===== config.mk =====
export PLATFORM = sky130hd
export DESIGN_NAME = greedy_word_wrap
export DESIGN_NICKNAME = d
export VERILOG_FILES = /design/src/wwrap_pkg.sv /design/src/wwrap_word_buf.sv /design/src/wwrap_ctrl.sv /design/src/greedy_word_wrap.sv
export VERILOG_INCLUDE_DIRS = /design/src /design/src/src
export SDC_FILE = /design/constraint.sdc
export NUM_CORES = 1
export LEC_CHECK = 0
export CELL_PAD_IN_SITES_DETAIL_PLACEMENT = 0
export CELL_PAD_IN_SITES_GLOBAL_PLACEMENT = 2
export CORE_MARGIN = 2
export CORE_UTILIZATION = 30
export CTS_BUF_LIST = sky130_fd_sc_hd__clkbuf_8
export CTS_CLUSTER_SIZE = 14
export DETAILED_ROUTE_END_ITERATION = 8
export DONT_BUFFER_PORTS = 1
export HOLD_SLACK_MARGIN = 0.08
export MAX_ROUTING_LAYER = met4
export PLACE_DENSITY_LB_ADDON = 0.25
export SETUP_SLACK_MARGIN = 0.05
export SYNTH_ARGS = -nofsm -noshare
export SYNTH_HDL_FRONTEND = slang
export SYNTH_SLANG_ARGS = --single-unit

===== constraint.sdc =====
create_clock -name clk -period 5.3 [get_ports clk]
set_clock_uncertainty 0.05 [all_clocks]
set_input_delay 0 -clock clk [delete_from_list [all_inputs] [get_ports clk]]
set_output_delay 0 -clock clk [all_outputs]
set_load 0.01 [all_outputs]

===== src/greedy_word_wrap_defines.svh =====
// Assertion macros for the greedy word wrap block.
// Expects clk and arst_n in the scope of each use; empty under synthesis.
`ifndef GREEDY_WORD_WRAP_DEFINES_SVH
`define GREEDY_WORD_WRAP_DEFINES_SVH
`ifndef SYNTHESIS
`define WW_ASSERT_IMP(label, ante, cons) \
	label: assert property (@(posedge clk) disable iff (!arst_n) (ante) |-> (cons)) \
		else $error("greedy_word_wrap: same-cycle check failed");
`define WW_ASSERT_NXT(label, ante, cons) \
	label: assert property (@(posedge clk) disable iff (!arst_n) (ante) |=> (cons)) \
		else $error("greedy_word_wrap: next-cycle check failed");
`else
`define WW_ASSERT_IMP(label, ante, cons)
`define WW_ASSERT_NXT(label, ante, cons)
`endif
`endif


===== src/wwrap_pkg.sv =====
// Shared constants and types of the greedy word wrap block.
// No dependencies; used by wwrap_ctrl and greedy_word_wrap.
`default_nettype none
package wwrap_pkg;

	// Default word buffer depth and line width after reset
	localparam int         WORD_MAX_DEF = 32;
	localparam logic [7:0] LINE_LEN_RST = 8'd70;

	// Character codes
	localparam logic [7:0] CH_SPACE   = 8'h20;
	localparam logic [7:0] CH_TAB     = 8'h09;
	localparam logic [7:0] CH_NEWLINE = 8'h0A;

	// One output byte offered by the sequencer
	typedef struct packed {
		logic       valid;
		logic       last;
		logic [7:0] data;
	} emit_t;

endpackage : wwrap_pkg
`default_nettype wire


===== src/wwrap_word_buf.sv =====
// Word buffer: one write port, one registered read port, write-first on a clash.
// Depends on nothing; instantiated by greedy_word_wrap.
`default_nettype none
module wwrap_word_buf #(
	parameter int WORD_MAX = 32,
	parameter int AW       = 5
) (
	input  wire logic          clk,
	input  wire logic          wr_en,
	input  wire logic [AW-1:0] wr_addr,
	input  wire logic [7:0]    wr_data,
	input  wire logic [AW-1:0] rd_addr,
	output logic      [7:0]    rd_data
);

	logic [7:0] mem_q [WORD_MAX];
	logic [7:0] rd_data_q;

	// Write the byte, read the next address with bypass of a same-address write
	always_ff @(posedge clk) begin
		if (wr_en) begin
			mem_q[wr_addr] <= wr_data;
		end
		if (wr_en && (wr_addr == rd_addr)) begin
			rd_data_q <= wr_data;
		end else begin
			rd_data_q <= mem_q[rd_addr];
		end
	end

	assign rd_data = rd_data_q;

endmodule : wwrap_word_buf
`default_nettype wire


===== src/wwrap_ctrl.sv =====
// Sequencer of the word wrap: input decode, line state, fit compare, byte emission.
// Depends on wwrap_pkg; drives the word buffer ports.
`default_nettype none
module wwrap_ctrl #(
	parameter int WORD_MAX = 32,
	parameter int AW       = 5,
	parameter int CW       = 6
) (
	input  wire logic              clk,
	input  wire logic              arst_n,
	input  wire logic              cfg_we,
	input  wire logic [7:0]        cfg_wdata,
	input  wire logic              in_valid,
	output logic                   in_ready,
	input  wire logic [7:0]        in_ch,
	input  wire logic              in_eoi,
	input  wire logic              adv,
	output wwrap_pkg::emit_t       emit,
	output logic                   wr_en,
	output logic      [AW-1:0]     wr_addr,
	output logic      [7:0]        wr_data,
	output logic      [AW-1:0]     rd_addr,
	input  wire logic [7:0]        rd_data
);
	import wwrap_pkg::*;

	typedef enum logic [6:0] {
		ST_IDLE  = 7'b0000001,
		ST_START = 7'b0000010,
		ST_SEP   = 7'b0000100,
		ST_WORD  = 7'b0001000,
		ST_PARA1 = 7'b0010000,
		ST_PARA2 = 7'b0100000,
		ST_FINAL = 7'b1000000
	} state_t;

	typedef enum logic [1:0] {
		K_CHAR = 2'd0,
		K_GAP  = 2'd1,
		K_NL   = 2'd2,
		K_EOI  = 2'd3
	} kind_t;

	state_t          state_q, state_d, post_state;
	kind_t           kind_q, kind_in;
	logic [CW-1:0]   count_q;
	logic [7:0]      olen_q;
	logic            hw_q;
	logic            hc_q;
	logic [AW-1:0]   idx_q, idx_d;
	logic [7:0]      sep_q;
	logic [7:0]      max_len_q;
	logic            accept;
	logic            fire;
	logic            word_go;
	logic            word_end;
	logic            para_go;
	logic [8:0]      fit_sum;
	logic            fits;

	// Classify the incoming beat
	always_comb begin
		if (in_eoi) begin
			kind_in = K_EOI;
		end else if (in_ch == CH_NEWLINE) begin
			kind_in = K_NL;
		end else if ((in_ch == CH_SPACE) || (in_ch == CH_TAB)) begin
			kind_in = K_GAP;
		end else begin
			kind_in = K_CHAR;
		end
	end

	assign in_ready = (state_q == ST_IDLE);
	assign accept   = in_valid && in_ready;
	assign fire     = emit.valid && adv;

	// Store word characters at the fill position
	assign wr_en   = accept && (kind_in == K_CHAR);
	assign wr_addr = count_q[AW-1:0];
	assign wr_data = in_ch;

	// Word emission and the line fit compare
	assign word_go  = (count_q != '0) &&
	                  ((kind_q != K_CHAR) || (count_q == CW'(WORD_MAX)));
	assign fit_sum  = {1'b0, olen_q} + 9'd1 + 9'(count_q);
	assign fits     = (fit_sum <= {1'b0, max_len_q});
	assign word_end = ((CW'(idx_q) + CW'(1)) == count_q);

	// Pick what follows the word: paragraph break, closing newline or done
	assign para_go = !hw_q && ((kind_q == K_NL) || ((kind_q == K_EOI) && hc_q));
	always_comb begin
		if (para_go) begin
			post_state = ST_PARA1;
		end else if ((kind_q == K_EOI) && (olen_q != 8'd0)) begin
			post_state = ST_FINAL;
		end else begin
			post_state = ST_IDLE;
		end
	end

	// Offer the current byte
	always_comb begin
		emit = '0;
		case (state_q)
			ST_SEP: begin
				emit.valid = 1'b1;
				emit.data  = sep_q;
			end
			ST_WORD: begin
				emit.valid = 1'b1;
				emit.data  = rd_data;
				emit.last  = word_end && (post_state == ST_IDLE);
			end
			ST_PARA1: begin
				emit.valid = 1'b1;
				emit.data  = CH_NEWLINE;
			end
			ST_PARA2, ST_FINAL: begin
				emit.valid = 1'b1;
				emit.last  = 1'b1;
				emit.data  = CH_NEWLINE;
			end
			default: begin
				emit = '0;
			end
		endcase
	end

	// Advance the sequencer
	always_comb begin
		state_d = state_q;
		case (state_q)
			ST_IDLE: begin
				if (in_valid) state_d = ST_START;
			end
			ST_START: begin
				if (word_go) begin
					state_d = (olen_q == 8'd0) ? ST_WORD : ST_SEP;
				end else begin
					state_d = post_state;
				end
			end
			ST_SEP: begin
				if (fire) state_d = ST_WORD;
			end
			ST_WORD: begin
				if (fire && word_end) state_d = post_state;
			end
			ST_PARA1: begin
				if (fire) state_d = ST_PARA2;
			end
			ST_PARA2, ST_FINAL: begin
				if (fire) state_d = ST_IDLE;
			end
			default: begin
				state_d = ST_IDLE;
			end
		endcase
	end

	// Step the read index; it rests at zero outside a word
	always_comb begin
		if ((state_q == ST_WORD) && !(fire && word_end)) begin
			idx_d = fire ? (idx_q + AW'(1)) : idx_q;
		end else begin
			idx_d = '0;
		end
	end
	assign rd_addr = idx_d;

	// Control and line state
	always_ff @(posedge clk or negedge arst_n) begin
		if (!arst_n) begin
			state_q   <= ST_IDLE;
			kind_q    <= K_CHAR;
			count_q   <= '0;
			olen_q    <= '0;
			hw_q      <= 1'b0;
			hc_q      <= 1'b0;
			idx_q     <= '0;
			max_len_q <= LINE_LEN_RST;
		end else begin
			state_q <= state_d;
			idx_q   <= idx_d;
			if (cfg_we) begin
				max_len_q <= cfg_wdata;
			end
			if (accept) begin
				kind_q <= kind_in;
				if (kind_in == K_CHAR) begin
					count_q <= count_q + CW'(1);
				end
				if ((kind_in == K_CHAR) || (kind_in == K_GAP)) begin
					hc_q <= 1'b1;
				end
			end
			if ((state_q == ST_START) && word_go) begin
				hw_q <= 1'b1;
				if ((olen_q == 8'd0) || !fits) begin
					olen_q <= 8'(count_q);
				end else begin
					olen_q <= fit_sum[7:0];
				end
			end
			if ((state_q == ST_WORD) && fire && word_end) begin
				count_q <= '0;
			end
			if ((state_q == ST_PARA2) && fire) begin
				olen_q <= '0;
			end
			// Close the input line or the whole text on the way back to idle
			if ((state_q != ST_IDLE) && (state_d == ST_IDLE)) begin
				if ((kind_q == K_NL) || (kind_q == K_EOI)) begin
					hw_q <= 1'b0;
					hc_q <= 1'b0;
				end
				if (kind_q == K_EOI) begin
					olen_q  <= '0;
					count_q <= '0;
				end
			end
		end
	end

	// Separator chosen by the fit compare
	always_ff @(posedge clk) begin
		if ((state_q == ST_START) && word_go) begin
			sep_q <= fits ? CH_SPACE : CH_NEWLINE;
		end
	end

endmodule : wwrap_ctrl
`default_nettype wire


===== src/greedy_word_wrap.sv =====
// Greedy word wrap: an item is taken in one cycle and decoded in the next; then the
// emission sequencer offers its result bytes in turn, each held until the output
// register takes it. Word bytes come one per cycle, while the output is not stalled,
// from the single read port of the word buffer.
// Reset clears the sequencer and line state and sets max_line_len to 70; the
// word buffer is not cleared, only bytes written for the current word are read.
`default_nettype none
`include "greedy_word_wrap_defines.svh"
module greedy_word_wrap #(
	parameter int WORD_MAX = wwrap_pkg::WORD_MAX_DEF
) (
	input  wire logic       clk,
	input  wire logic       arst_n,
	input  wire logic       cfg_we,
	input  wire logic [7:0] cfg_wdata,  // max_line_len
	input  wire logic       s_tvalid,
	output logic            s_tready,
	input  wire logic [7:0] s_tdata,    // [7:0] ch
	input  wire logic       s_tuser,    // [0] end_of_input
	output logic            m_tvalid,
	input  wire logic       m_tready,
	output logic      [7:0] m_tdata,    // [7:0] out_char
	output logic            m_tlast     // last_in_run
);
	import wwrap_pkg::*;

	localparam int AW = (WORD_MAX > 1) ? $clog2(WORD_MAX) : 1;
	localparam int CW = $clog2(WORD_MAX + 1);

	emit_t           emit;
	logic            adv;
	logic            wr_en;
	logic [AW-1:0]   wr_addr;
	logic [7:0]      wr_data;
	logic [AW-1:0]   rd_addr;
	logic [7:0]      rd_data;
	logic            out_valid_q;
	logic [7:0]      out_data_q;
	logic            out_last_q;

	wwrap_word_buf #(
		.WORD_MAX (WORD_MAX),
		.AW       (AW)
	) u_word_buf (
		.clk     (clk),
		.wr_en   (wr_en),
		.wr_addr (wr_addr),
		.wr_data (wr_data),
		.rd_addr (rd_addr),
		.rd_data (rd_data)
	);

	wwrap_ctrl #(
		.WORD_MAX (WORD_MAX),
		.AW       (AW),
		.CW       (CW)
	) u_ctrl (
		.clk       (clk),
		.arst_n    (arst_n),
		.cfg_we    (cfg_we),
		.cfg_wdata (cfg_wdata),
		.in_valid  (s_tvalid),
		.in_ready  (s_tready),
		.in_ch     (s_tdata),
		.in_eoi    (s_tuser),
		.adv       (adv),
		.emit      (emit),
		.wr_en     (wr_en),
		.wr_addr   (wr_addr),
		.wr_data   (wr_data),
		.rd_addr   (rd_addr),
		.rd_data   (rd_data)
	);

	// Output register: load a new beat whenever the old one is gone or taken
	assign adv = !out_valid_q || m_tready;

	always_ff @(posedge clk or negedge arst_n) begin
		if (!arst_n) begin
			out_valid_q <= 1'b0;
		end else if (adv) begin
			out_valid_q <= emit.valid;
		end
	end

	always_ff @(posedge clk) begin
		if (adv && emit.valid) begin
			out_data_q <= emit.data;
			out_last_q <= emit.last;
		end
	end

	assign m_tvalid = out_valid_q;
	assign m_tdata  = out_data_q;
	assign m_tlast  = out_last_q;

	// An accepted beat is decoded before the next one is taken
	`WW_ASSERT_NXT(a_busy_after_accept, s_tvalid && s_tready, !s_tready)
	// No byte is offered while waiting for input
	`WW_ASSERT_IMP(a_idle_no_emit, s_tready, !emit.valid)
	// A byte held back by a full output register stays put
	`WW_ASSERT_NXT(a_emit_hold, emit.valid && !adv, $stable(emit))

endmodule : greedy_word_wrap
`default_nettype wire

==> results.py <==
metrics = {
    "outcome": {
        "status": "complete, no violations",
    },
    "sta": {
        "worst_pin_slew_ns": 1.069,
        "fmax_ghz": 0.2374,
        "fin_crit_sh_pct": 79.47,
        "fin_tns_setup_ns": 0,
        "min_period_ns": 4.212,
        "rsz0062_at_grt": "false",
        "maxSlewViolCount": 0,
        "relSlewSlack_pct": 28.50,
        "finalSetupViolCount": 0,
        "setup_slack_ns": 1.088,
        "timing.hold.ws_ns": 0.2031,
        "hold_viol_final": 0,
    },
    "route": {
        "antenna_left": 0,
        "post-route-drc-count": 0,
        "routed_wl_mm": 31.79,
        "drt-initial-drc-count": 772,
        "first_pass_iters": 5,
        "routed_via_density": 4.918,
        "wire_per_inst_um": 22.03,
        "via_count": 7096,
    },
    "cts": {
        "cts_tree": "built",
        "clk_pin_slew_worst_paths_ns": 0.06,
        "clock_latency_ns": 0.62,
        "cts_buffer_depth": 3,
        "clock_sinks": 311,
        "cts_buffers": 52,
        "h-tree-depth": 2,
        "root_buffer": "clkbuf_8",
        "post-cts-setup-buffers": 0,
    },
    "cells_and_area": {
        "final.fill_count": 4082,
        "seq_area_um2": 9104,
        "layout-drive-gt1-share_pct": 21.61,
        "final_area_um2": 15290,
        "synthToLayoutAreaGrowth_pct": 16.13,
        "fin_nets": 858,
        "multiInputGateArea_um2": 3826,
    },
    "yosys": {
        "yosysTopAreaCellShare_pct": 60.91,
        "ys_seq_area_share_pct": 69.12,
        "syn_area_um2": 13160,
        "syn_avg_cell_area_um2": 17.51,
        "synthTopCellsByArea": "edfxtp_1, mux4_2, dfrtp_1, nor2_1, ha_1",
        "synthCells": 752,
        "yosysUniqueCellTypes": 73,
        "ys.flop_type": "edfxtp_1",
        "ys_top_cells_by_count": "edfxtp_1, mux4_2, nor2_1",
        "synthMostInstantiatedCell": "edfxtp_1",
        "synth-seq-cells": 311,
        "syn_nets": 794,
        "synth_top_area_cell": "edfxtp_1",
        "async_flop_share_pct": 12.54,
        "synth_edf_count": 267,
        "synth_warnings": 0,
    },
    "grt": {
        "grt_max_degree": 40,
        "antenna_found_initial": 2,
        "grt_pass1_vias": 7372,
        "track_usage_pct": 14.86,
        "overflow": 0,
        "grt_first_pass_wirelength_mm": 47.21,
    },
    "power": {
        "seqPwrFrac_pct": 49.9,
        "p_sw_share_pct": 28.63,
        "ir_drop_v": 0.0001465,
        "combPwrFrac_pct": 15.6,
        "power.internal_mw": 4.145,
        "pwr_density_cell_nw_per_um2": 379.9,
        "pwr-share-clk_pct": 34.4,
        "leakagePower_nw": 5.003,
        "netSwitchingPower_mw": 1.663,
    },
    "place": {
        "place_ws_ns": 1.157,
        "placed_area_um2": 13790,
        "place_congestion": 0.8445,
        "post-dp-hpwl_mm": 20.01,
        "portBuffers": 0,
    },
    "critical_path": {
        "worstPathMaxFanout": 7,
        "setup.worst_path.start_class": "flop",
        "worst_ep_arrival_time_ns": 4.69,
        "reg2reg_slack_ns": 1.09,
        "critPathKind": "flop to flop",
        "required_ns": 5.78,
        "endpoint_kind": "flop",
    },
    "floorplanning": {
        "core_area_um2": 43170,
        "die_h_um": 213.5,
        "chipWidth_um": 213.5,
        "start_util_pct": 30.49,
        "die_area_um2": 45570,
        "row_count": 76,
        "ios": 33,
    },
    "flow_run": {
        "maxCapViolations": 0,
    },
    "min_path": {
        "hold_class": "input port to flop",
    },
}
worst max-delay path, cell delays in order (launching register included):
cell and delay (ns):
dfrtp_1 0.47, inv_1 0.14, ha_1 0.18, inv_1 0.06, fa_1 0.47, a211oi_1 0.32, o21bai_1 0.14, a21oi_1 0.29
xnor2_1 0.11, ha_1 0.33, a211oi_1 0.29, a21boi_0 0.23, a211oi_1 0.13, nor4_2 0.54, a22oi_1 0.19, a21oi_1 0.18
kinds of logic (layout without fill, tap and decap cells):
| family | count (synthesis) | in the layout | synth area share (%) |
|---|---|---|---|
| adders and majority gates | 20 | 20 | 1.958 |
| xor gates and xnor gates | 21 | 21 | 1.397 |
| muxes | 91 | 91 | 14.53 |
| buffers and inverters | 58 | 162 | 1.815 |
| other | 0 | 2 | 0 |
| AOI/OAI and AO/OA | 93 | 93 | 4.933 |
| DFF | 311 | 311 | 69.12 |
| and+or+nand+nor | 158 | 158 | 6.245 |
power by group through the flow:
stage                     logic (mW)  clock network [mW]  registers [mW]
after global placement         0.823                   0            2.95
after CTS                      0.917                2.07            2.90
final                          0.908                2.00            2.90
after floorplan                0.654                   0            2.89
after global routing            1.02                2.17            2.91
after detailed placement       0.820                   0            2.95
worst paths after layout:
kind | cells after the start | end | startpoint
max in group asynchronous | 4 | u_ctrl.max_len_q[1]$_DFFE_PN1P_ | arst_n
worst max register to register | 15 | u_ctrl.olen_q[1]$_DFF_PN0_ | u_ctrl.count_q[0]$_DFF_PN0_
worst max-delay path | 15 | u_ctrl.olen_q[1]$_DFF_PN0_ | u_ctrl.count_q[0]$_DFF_PN0_
worst min register to register | 2 | u_ctrl.max_len_q[2]$_DFFE_PN1P_ | u_ctrl.max_len_q[2]$_DFFE_PN1P_
min in group asynchronous | 4 | u_ctrl.idx_q[4]$_DFF_PN0_ | arst_n
worst min-delay path | 3 | u_ctrl.kind_q[1]$_DFFE_PN0P_ | s_tuser
registers in the layout, summed over array words and instances (netlist names), named ones only:
register,flops
u_ctrl.idx_q,5
m_tvalid,1
u_ctrl.state_q,7
u_ctrl.kind_q,2
u_word_buf.mem_q,256
u_ctrl.count_q,6
u_ctrl.olen_q,8
u_ctrl.hw_q,1
u_ctrl.max_len_q,8
m_tdata,8
u_ctrl.hc_q,1
m_tlast,1
u_ctrl.sep_q,2
layout make-up:
| type | count | share of cell area [%] |
|---|---|---|
| flip-flops and latches | 311 | 59.55 |
| inverters | 23 | 0.5647 |
| clock inverters | 39 | 1.367 |
| repair buffers | 45 | 3.716 |
| clock buffers | 55 | 4.952 |
| multi-input cells | 383 | 25.03 |
| diodes | 2 | 0.03274 |
| well taps | 585 | 4.788 |
layout by cell type, fill, tap and decap left out, drive strengths merged, types with 4 or more instances in the layout:
cell	n
mux4	80
nor2	65
a21o	7
nor4	7
dfrtp	35
mux2i	10
nor3b	4
dfstp	4
a21oi	20
o21ai	18
buf	14
edfxtp	267
or3	4
clkinv	22
a22oi	5
a31oi	6
nand2	34
dlygate4sd3	31
inv	37
nand3	12
xor2	11
a211oi	5
ha	19
nor4b	4
dfxtp	5
xnor2	10
clkbuf	55
per-layer routing:
layer	up-vias	GRT usage, %	part of all wire (%)
met5	-	-	0
met4	0	5.795	2.8
met3	60	2.812	5.0
met2	194	22.75	47
met1	3689	19.64	45
li1	3153	-	-
through the flow:
| stage | instances | power (mW) | util, % |
|---|---|---|---|
| 3_3_place_gp | 1306 | 3.770 | 31.94 |
| 4_1_cts | 1441 | 5.885 | 35.40 |
| 2_1_floorplan | 752 | 3.541 | - |
| 5_1_grt | 1443 | 6.098 | 35.41 |
| 3_5_place_dp | 1306 | 3.771 | 31.94 |
| 6_report | 1443 | 5.807 | 35.41 |
what timing repair did:
| item | 4_1_cts | 5_1_grt |
|---|---|---|
| hold endpoints to repair | 328 | 0 |
| resized for setup | 0 | 0 |
| hold buffers | 41 | 0 |
No activity file was read; power rests on OpenSTA's default activity.
